**src/hw/rtl/vpd_pkg.sv**
```systemverilog
`timescale 1ns / 1ps
`default_nettype none
// ----------------------------------------------------------------------------
// vpd_pkg: shared types and constants for the vertex pair dedup block
// Field widths of the corner and result beats, the scan state type and the
// result record handed from the scan engine to the output stage.
// ----------------------------------------------------------------------------
package vpd_pkg;

  localparam int unsigned INDEX_W     = 16;
  localparam int unsigned KEY_W       = 2 * INDEX_W;
  localparam int unsigned SLOT_W      = 10;
  localparam int unsigned COUNT_W     = 11;
  localparam int unsigned TABLE_DEPTH = 1024;

  typedef enum logic [1:0] {
    ST_IDLE,
    ST_SCAN,
    ST_DONE
  } scan_state_t;

  typedef struct packed {
    logic [SLOT_W-1:0]  slot;
    logic               was_inserted;
    logic               overflow;
    logic [COUNT_W-1:0] unique_count;
  } result_t;

endpackage

`default_nettype wire

```
**src/hw/rtl/vpd_in_if.sv**
```systemverilog
`timescale 1ns / 1ps
`default_nettype none
// ----------------------------------------------------------------------------
// vpd_in_if: corner channel
// Valid/ready channel carrying one triangle corner per beat.
// ----------------------------------------------------------------------------
interface vpd_in_if;
  import vpd_pkg::*;

  logic               valid;
  logic               ready;
  logic [INDEX_W-1:0] position_index;
  logic [INDEX_W-1:0] texcoord_index;
  logic               new_mesh;

  modport source (output valid, output position_index, output texcoord_index,
                  output new_mesh, input ready);
  modport sink   (input valid, input position_index, input texcoord_index,
                  input new_mesh, output ready);
endinterface

`default_nettype wire

```
**src/hw/rtl/vpd_scan.sv**
```systemverilog
`timescale 1ns / 1ps
`default_nettype none
// ----------------------------------------------------------------------------
// vpd_scan: pair table scan engine
// Walks the pair table in order, one read per cycle, compares the returned
// entry against the corner key and appends the key on a miss unless full.
// ----------------------------------------------------------------------------
module vpd_scan #(
  parameter int unsigned DEPTH = vpd_pkg::TABLE_DEPTH
) (
  input  wire logic                     clk,
  input  wire logic                     rst,
  vpd_in_if.sink                        corner,
  output      logic                     res_valid,
  input  wire logic                     res_ready,
  output      vpd_pkg::result_t         res,
  output      logic                     rd_en,
  output      logic [$clog2(DEPTH)-1:0] rd_addr,
  input  wire logic [vpd_pkg::KEY_W-1:0] rd_data,
  output      logic                     wr_en,
  output      logic [$clog2(DEPTH)-1:0] wr_addr,
  output      logic [vpd_pkg::KEY_W-1:0] wr_data
);
  import vpd_pkg::*;

  localparam int unsigned AW = $clog2(DEPTH);
  localparam int unsigned CW = $clog2(DEPTH + 1);

  scan_state_t state, state_next;

  logic [KEY_W-1:0] key;
  logic [CW-1:0]    count;
  logic [CW-1:0]    scan_idx;
  logic             rd_pend;
  logic [AW-1:0]    rd_idx;
  logic [AW-1:0]    res_slot;
  logic             res_ins;
  logic             res_ovf;

  logic accept, hit, more, issue, miss, full;

  assign accept = corner.valid && corner.ready;
  assign hit    = (state == ST_SCAN) && rd_pend && (rd_data == key);
  assign more   = scan_idx < count;
  assign issue  = (state == ST_SCAN) && !hit && more;
  assign miss   = (state == ST_SCAN) && !hit && !more && !rd_pend;
  assign full   = count == CW'(DEPTH);

  always_comb begin
    state_next = state;
    unique case (state)
      ST_IDLE: if (corner.valid) state_next = ST_SCAN;
      ST_SCAN: if (hit || miss) state_next = ST_DONE;
      ST_DONE: if (res_ready) state_next = ST_IDLE;
      default: state_next = ST_IDLE;
    endcase
  end

  always_comb begin
    corner.ready = (state == ST_IDLE);
    res_valid    = (state == ST_DONE);
    rd_en        = issue;
    rd_addr      = scan_idx[AW-1:0];
    wr_en        = miss && !full;
    wr_addr      = count[AW-1:0];
    wr_data      = key;
    res.slot         = SLOT_W'(res_slot);
    res.was_inserted = res_ins;
    res.overflow     = res_ovf;
    res.unique_count = COUNT_W'(count);
  end

  always_ff @(posedge clk) begin
    if (rst) begin
      state   <= ST_IDLE;
      count   <= '0;
      rd_pend <= 1'b0;
    end else begin
      state   <= state_next;
      rd_pend <= issue;
      if (accept) begin
        // a new mesh empties the table before this corner is looked up
        if (corner.new_mesh) count <= '0;
      end else if (miss && !full) begin
        count <= count + CW'(1);
      end
    end
  end

  always_ff @(posedge clk) begin
    if (accept) begin
      key      <= {corner.position_index, corner.texcoord_index};
      scan_idx <= '0;
    end
    if (issue) begin
      scan_idx <= scan_idx + CW'(1);
      rd_idx   <= scan_idx[AW-1:0];
    end
    if (hit) begin
      res_slot <= rd_idx;
      res_ins  <= 1'b0;
      res_ovf  <= 1'b0;
    end else if (miss) begin
      res_slot <= full ? '0 : count[AW-1:0];
      res_ins  <= !full;
      res_ovf  <= full;
    end
  end

endmodule

`default_nettype wire

```
**src/flat_wrapper.sv**
```systemverilog
// flat-port wrapper written by rule: the top's interface ports become plain ports
module vpd_scan_flat import vpd_pkg::*;
#(
  parameter int unsigned DEPTH = vpd_pkg::TABLE_DEPTH
)
  (clk, rst, res_valid, res_ready, res, rd_en, rd_addr, rd_data, wr_en, wr_addr, wr_data, corner_valid, corner_position_index, corner_texcoord_index, corner_new_mesh, corner_ready);
  vpd_in_if corner_i ();
  input  wire logic clk;
  input  wire logic rst;
  output      logic res_valid;
  input  wire logic res_ready;
  output      vpd_pkg::result_t res;
  output      logic rd_en;
  output      logic [$clog2(DEPTH)-1:0] rd_addr;
  input  wire logic [vpd_pkg::KEY_W-1:0] rd_data;
  output      logic wr_en;
  output      logic [$clog2(DEPTH)-1:0] wr_addr;
  output      logic [vpd_pkg::KEY_W-1:0] wr_data;
  input wire logic [$bits(corner_i.valid)-1:0] corner_valid;
  input wire logic [$bits(corner_i.position_index)-1:0] corner_position_index;
  input wire logic [$bits(corner_i.texcoord_index)-1:0] corner_texcoord_index;
  input wire logic [$bits(corner_i.new_mesh)-1:0] corner_new_mesh;
  output wire logic [$bits(corner_i.ready)-1:0] corner_ready;
  assign corner_i.valid = corner_valid;
  assign corner_i.position_index = corner_position_index;
  assign corner_i.texcoord_index = corner_texcoord_index;
  assign corner_i.new_mesh = corner_new_mesh;
  assign corner_ready = corner_i.ready;
  vpd_scan #(.DEPTH(DEPTH)) u_core (.clk(clk), .rst(rst), .corner(corner_i), .res_valid(res_valid), .res_ready(res_ready), .res(res), .rd_en(rd_en), .rd_addr(rd_addr), .rd_data(rd_data), .wr_en(wr_en), .wr_addr(wr_addr), .wr_data(wr_data));
endmodule
```
**config.mk**
```make
export PLATFORM = sky130hd
export DESIGN_NAME = vpd_scan_flat
export DESIGN_NICKNAME = d
export VERILOG_FILES = /design/src/hw/rtl/vpd_pkg.sv /design/src/hw/rtl/vpd_in_if.sv /design/src/hw/rtl/vpd_scan.sv /design/src/flat_wrapper.sv
export SDC_FILE = /design/constraint.sdc
export NUM_CORES = 1
export LEC_CHECK = 0
export ABC_AREA = 1
export BUFFER_PORTS_ARGS = -buffer_cell sky130_fd_sc_hd__buf_2
export CORE_UTILIZATION = 25
export DETAILED_ROUTE_END_ITERATION = 8
export GPL_ROUTABILITY_DRIVEN = 0
export MAX_ROUTING_LAYER = met4
export PLACE_DENSITY = 0.49
export SLEW_MARGIN = 20
export SYNTH_ARGS = -nofsm -noshare
export SYNTH_HDL_FRONTEND = slang
export SYNTH_SLANG_ARGS = --single-unit
```
**constraint.sdc**
```tcl
create_clock -name clk -period 5.1 [get_ports clk]
set_input_delay 0.255 -clock clk [delete_from_list [all_inputs] [get_ports clk]]
set_output_delay 0.255 -clock clk [all_outputs]
set_load 0.01 [all_outputs]
```
==> flow_metrics.env, run 1 <==
export IMPL_port_buffers=147
export IMPL_path_common_cell="nor2_1"
export IMPL_ctsHtreeMaxLevel=3
export IMPL_die_w_um=130
export IMPL_cts_resized=0
export IMPL_via_per_inst=4.16
export IMPL_die_area_mm2=0.0169
export IMPL_root_buffer="clkbuf_16"
export IMPL_fp_row_count=46
export IMPL_irDropWorstVdd_mv=0.169
export IMPL_rsz0062_at_grt="no"
export IMPL_path_buf_inv=3
export IMPL_yosysUniqueCellTypes=37
export IMPL_nFillCells=1670
export IMPL_multiInputGateArea_mm2=0.00148
export IMPL_ant_nets=0
export IMPL_grt_max_degree=37
export IMPL_maxSlewViolCount=0
export IMPL_initial_core_util=0.258
export IMPL_grt_overflow=0
export IMPL_hold_class="input port to flip-flop"
export IMPL_num_io_pins=148
export IMPL_ys_flop_type="edfxtp_1"
export IMPL_ys_seq_elements=79
export IMPL_synth_area_mm2=0.00411
export IMPL_dp_hpwl_mm=8.44
export IMPL_synth_edff_count=63
export IMPL_routed_wl_mm=10.8
export IMPL_core_area_mm2=0.0159
export IMPL_drive_above_1_share=0.335
export IMPL_mostFrequentLayoutCells="147 x buf_2, 92 x nand2_1, 63 x edfxtp_1, 61 x nor2_1, 48 x inv_1"
export IMPL_cap_violations=0
export IMPL_syn_to_final_growth_pct=26.9
export IMPL_grt_pass1_wl_mm=15.7
export IMPL_tns_ns=0
export IMPL_min_period_ns=2.93
export IMPL_antenna_found_initial=0
export IMPL_worst_pin_slew_ns=0.560
export IMPL_cp_end_kind="output port"
export IMPL_path_delay_family="buffers and inverters"
export IMPL_postCtsSetupBuffers=0
export IMPL_regArea_mm2=0.00221
export IMPL_yosysWarnings=0
export IMPL_setup_violations_final=0
export IMPL_max_stage_delay_ns=0.39
export IMPL_cts_buffers=9
export IMPL_drc=0
export IMPL_post_place_ws_ns=2.55
export IMPL_ys_seq_area_frac=0.539
export IMPL_nets=647
export IMPL_grt_pass1_vias=3036
export IMPL_placedInstanceArea_mm2=0.00492
export IMPL_slew_headroom=0.626
export IMPL_power_per_cell_area_mw_per_mm2=363
export IMPL_cpMaxStageDelayCell="dfxtp_1"
export IMPL_async_flop_share=0
export IMPL_postLayoutCellArea_mm2=0.00521
export IMPL_p_leak_nw=2.41
export IMPL_crit_path_start_kind="flip-flop"
export IMPL_status="finished clean"
export IMPL_drt_first_pass_iters=4
export IMPL_critical_path_arrival_ns=2.67
export IMPL_worstSetupPathType="flip-flop to output port"
export IMPL_required_ns=4.85
export IMPL_clock_latency_ns=0.35
export IMPL_synth_area_leaders="edfxtp_1 46%, nand2_1 8.4%, dfxtp_1 7.8%"
export IMPL_postSynthNetCount=515
export IMPL_cts_reportedPaths_clkPinSlew_ns=0.08
export IMPL_syn_inst=433
export IMPL_clock_sinks=79
export IMPL_crit_chain="clkinv_1 -> ha_1 -> a21oi_1 -> nor2_1 -> nor2_1 -> nand3_2 -> or2_4 -> inv_1 -> buf_2"
export IMPL_layout_commonest_cell="buf_2"
export IMPL_fmax_mhz=342
export IMPL_grt_use_total=0.131
export IMPL_cts_buffer_depth=2
export IMPL_die_h_um=130
export IMPL_power_mw=1.89
export IMPL_avgSynthCellArea_um2=9.48
export IMPL_cts_tree="built"
export IMPL_finalCritPeriodShare=0.574
export IMPL_synth_top_area_cell="edfxtp_1"
export IMPL_critical_path_max_fanout=13
export IMPL_drtIter0Drc=131
export IMPL_num_antenna_cells=0
export IMPL_vias=3269
export IMPL_netlist_area_leader_share=0.461
export IMPL_finalWorstSetupSlack_ns=2.17
export IMPL_cts_hold_buffers=0
export IMPL_finalHoldViolCount=0
export IMPL_routedWlPerCell_um=13.7
export IMPL_finClkSkew_ns=0.0143
-- final timing paths --
| kind | slack (ns) | end | startpoint | depth (start not counted) |
|---|---|---|---|---|
| setup / recovery | 2.17 | rd_en | u_core.count[8] | 9 |
| hold / removal | 0.08 | u_core.wr_data[24] | corner_position_index[8] | 1 |
| setup reg to reg | 2.58 | u_core.scan_idx[4] | u_core.count[8] | 10 |
| hold reg to reg | 0.47 | u_core.res_ins | u_core.res_ins | 2 |
-- flip-flops by register name (all words and copies together), names as in the netlist --
signal           cells
u_core.state         2
u_core.scan_idx     11
u_core.wr_data      32
u_core.res_ins       1
u_core.count        11
u_core.rd_pend       1
u_core.res_ovf       1
u_core.rd_idx       10
u_core.res_slot     10
-- power breakdown --
group          total [mW]  switching, mW  internal, mW
combinational       0.393          0.243         0.151
sequential          0.860         0.0671         0.793
clock               0.637          0.295         0.342
-- area by class of cell --
type	count	area share
Clock buffer	9	0.0432
Clock inverter	7	0.0125
Inverter	56	0.0406
Multi-Input combinational cell	271	0.285
Sequential cell	79	0.425
Tap cell	216	0.0519
Timing Repair Buffer	148	0.143
-- stage by stage --
step | hold WS, ns | utilization | cells
6_report | 0.0845 | 0.327 | 786
5_1_grt | 0.0682 | 0.327 | 786
4_1_cts | 0.0634 | 0.327 | 786
3_5_place_dp | 0.434 | 0.309 | 770
3_3_place_gp | 0.432 | 0.309 | 770
2_1_floorplan | 0.354 | - | 433
-- cell usage after synthesis (2+ instances only) --
master	n
nor2_1	61
dfxtp_1	16
ha_1	13
nand3_1	16
edfxtp_1	63
nor3b_1	2
o21ai_0	7
o31ai_1	2
nand3_2	2
nor3_1	6
a21oi_1	15
buf_4	24
nor4_1	2
nand2_2	5
o21ai_1	2
nor2_2	4
nand2_1	92
inv_1	48
a21oi_2	2
xnor2_1	9
xor2_1	21
inv_2	6
-- logic make-up (layout without fill, tap and decap cells) --
family,Yosys count,in the layout,share of synthesized area
flops,79,79,0.539
xor+xnor,30,30,0.0640
simple gates,199,199,0.218
compound gates,29,29,0.0390
buf+inv,83,220,0.100
fa+ha+maj,13,13,0.0396
-- per-layer routing --
metal	global-route usage	up-vias	part of all wire
met3	0.0357	19	0.092
met5	-	-	0
met2	0.227	136	0.49
met1	0.134	1471	0.40
met4	0.0684	0	0.021
li1	-	1643	-
Power figures use the tool's default switching activity.
==> run 2, diff against run 1 <==
Settings changed: ABC_AREA 1 to 0, PLACE_DENSITY 0.49 to 0.5.
Clock period 5.1 ns to 2.7 ns, I/O delays scaled along.
==> run 2 against run 1 <==
The flow now finishes with violations (design-rule violations). Sequential cell count did not move. Synthesized cell count shrank 27%. Final area rose by 2.3%. Synthesized area down 7.5%. Final cell count decreased by 13%. Worst hold slack better by 0.055 ns. Clock skew shrank 0.0083 ns. Via count is 6.4% lower. Utilization is 3.6 points higher. Global-route usage is 1.1 points higher. First-iteration DRC count grew 25%.
==> flow_metrics.env, run 2 <==
export IMPL_die_area_mm2=0.0157
export IMPL_cp_end_kind="flip-flop"
export IMPL_startpoint="u_core.wr_data[28]"
export IMPL_grt_max_degree=29
export IMPL_async_flop_share=0
export IMPL_critical_path_arrival_ns=2.56
export IMPL_multiInputGateArea_mm2=0.00135
export IMPL_path_buf_inv=1
export IMPL_slew_headroom=0.563
export IMPL_ys_seq_elements=79
export IMPL_violations="design-rule violations"
export IMPL_netlist_area_leader_share=0.498
export IMPL_ys_seq_area_frac=0.582
export IMPL_ctsHtreeMaxLevel=3
export IMPL_fmax_mhz=404
export IMPL_layout_commonest_cell="buf_2"
export IMPL_synth_area_leaders="edfxtp_1 50%, dfxtp_1 8.4%, xor2_1 8.3%"
export IMPL_syn_to_final_growth_pct=40.3
export IMPL_cts_reportedPaths_clkPinSlew_ns=0.06
export IMPL_finalCritPeriodShare=0.917
export IMPL_finalWorstSetupSlack_ns=0.225
export IMPL_nFillCells=1460
export IMPL_setup_violations_final=0
export IMPL_drive_above_1_share=0.381
export IMPL_worstSetupPathType="flip-flop to flip-flop"
export IMPL_root_buffer="clkbuf_16"
export IMPL_num_io_pins=148
export IMPL_max_stage_delay_ns=0.42
export IMPL_cts_tree="built"
export IMPL_worst_r2r_setup_slack_ns=0.22
export IMPL_postCtsSetupBuffers=0
export IMPL_grt_overflow=0
export IMPL_drt_first_pass_iters=9
export IMPL_num_antenna_cells=0
export IMPL_drtIter0Drc=164
export IMPL_grt_use_total=0.142
export IMPL_ant_nets=0
export IMPL_synth_edff_count=63
export IMPL_finClkSkew_ns=0.00595
export IMPL_synth_most_common_cell="edfxtp_1"
export IMPL_placedInstanceArea_mm2=0.00471
export IMPL_reg2reg_from="u_core.wr_data[28]"
export IMPL_clock_latency_ns=0.34
export IMPL_cts_buffer_depth=2
export IMPL_cp_endpoint="u_core.res_slot[1]"
export IMPL_finalHoldViolCount=0
export IMPL_avgSynthCellArea_um2=11.9
export IMPL_r2r_cells=6
export IMPL_vias=3060
export IMPL_via_per_inst=4.47
export IMPL_die_w_um=125
export IMPL_yosysUniqueCellTypes=38
export IMPL_crit_path_start_kind="flip-flop"
export IMPL_yosysWarnings=0
export IMPL_dp_hpwl_mm=7.79
export IMPL_path_delay_family="simple AND/OR/NAND/NOR gates"
export IMPL_port_buffers=147
export IMPL_grt_pass1_wl_mm=16.2
export IMPL_r2r_end="u_core.res_slot[1]"
export IMPL_rsz0062_at_grt="no"
export IMPL_fp_row_count=44
export IMPL_hold_class="input port to flip-flop"
export IMPL_min_period_ns=2.48
export IMPL_routed_wl_mm=10.4
export IMPL_ys_flop_type="edfxtp_1"
export IMPL_p_leak_nw=2.28
export IMPL_cap_violations=0
export IMPL_mostFrequentLayoutCells="147 x buf_2, 63 x edfxtp_1, 36 x xor2_1, 32 x dlygate4sd3_1"
export IMPL_antenna_found_initial=0
export IMPL_core_area_mm2=0.0147
export IMPL_crit_chain="xor2_1 -> nor4_1 -> nand3_1 -> nor3_4 -> buf_4 -> mux2_2"
export IMPL_maxSlewViolCount=0
export IMPL_drc=23
export IMPL_postLayoutCellArea_mm2=0.00533
export IMPL_initial_core_util=0.258
export IMPL_critical_path_max_fanout=24
export IMPL_cpMaxStageDelayCell="nor4_1"
export IMPL_regArea_mm2=0.00221
export IMPL_worst_pin_slew_ns=0.655
export IMPL_postSynthNetCount=400
export IMPL_synth_area_mm2=0.00380
export IMPL_power_per_cell_area_mw_per_mm2=645
export IMPL_crit_cells=6
export IMPL_irDropWorstVdd_mv=0.335
export IMPL_synth_top_area_cell="edfxtp_1"
export IMPL_post_place_ws_ns=0.110
export IMPL_synthTopCellsByCount="63 x edfxtp_1, 36 x xor2_1, 22 x buf_4"
export IMPL_die_h_um=125
export IMPL_grt_pass1_vias=3032
export IMPL_tns_ns=0
export IMPL_cts_buffers=9
export IMPL_status="finished with violations"
export IMPL_largest_reg_flops=32
export IMPL_nets=578
export IMPL_routedWlPerCell_um=15.2
export IMPL_required_ns=2.79
export IMPL_syn_inst=318
export IMPL_clock_sinks=79
-- run 2: cell count changes in the layout (fill, tap and decap cells not counted), moves of 18 or more --
| cell | change |
|---|---|
| inv_1 | -36 |
| buf_4 | +19 |
| dlygate4sd3_1 | +32 |
| nand2_1 | -75 |
| nor4_1 | +18 |
| nor2_1 | -49 |
-- run 2: worst min path at each step --
stage | from | endpoint | slack (ns) | cells after the start
5_1_grt | corner_new_mesh | u_core.count[8] | 0.15 | 4
6_report | rst | u_core.state[1] | 0.14 | 2
2_1_floorplan | corner_texcoord_index[0] | u_core.wr_data[0] | 0.23 | 0
3_5_place_dp | corner_texcoord_index[0] | u_core.wr_data[0] | 0.31 | 1
3_3_place_gp | corner_position_index[15] | u_core.wr_data[31] | 0.31 | 1
4_1_cts | rst | u_core.state[1] | 0.13 | 2
-- run 2: layer usage --
layer	track usage	share of wire	vias to the layer above
met5	-	0	-
met4	0.0423	0.015	0
met3	0.0522	0.072	10
met2	0.233	0.48	126
met1	0.161	0.43	1423
li1	-	-	1501
-- run 2: logic make-up after synthesis --
family	share of synthesized area
xor+xnor	0.0968
flops	0.582
mux	0.0112
simple gates	0.135
compound gates	0.0656
buf+inv	0.0662
fa+ha+maj	0.0428
-- run 2: timing repair --
item	in CTS	in global routing
endpoints found under the setup margin	0	1
hold buffers	32	0
endpoints found under the hold margin	32	0
resized for setup	0	2
-- run 2: power by group --
| group | internal, mW | switching (mW) | leakage [nW] |
|---|---|---|---|
| clock | 0.714 | 0.472 | 0.144 |
| combinational | 0.302 | 0.395 | 1.41 |
| sequential | 1.47 | 0.0798 | 0.732 |
-- run 2: through the flow --
step	util	instances	total power [mW]	hold slack (ns)
6_report	0.363	685	3.44	0.139
4_1_cts	0.362	685	3.49	0.130
3_5_place_dp	0.321	637	2.24	0.313
5_1_grt	0.363	685	3.62	0.149
3_3_place_gp	0.321	637	2.23	0.313
2_1_floorplan	-	318	1.96	0.234
-- run 2: area by class of cell --
class,count,share of cell area
Clock buffer,10,0.0430
Clock inverter,6,0.0115
Inverter,12,0.00845
Multi-Input combinational cell,195,0.252
Sequential cell,79,0.415
Tap cell,184,0.0432
Timing Repair Buffer,199,0.226
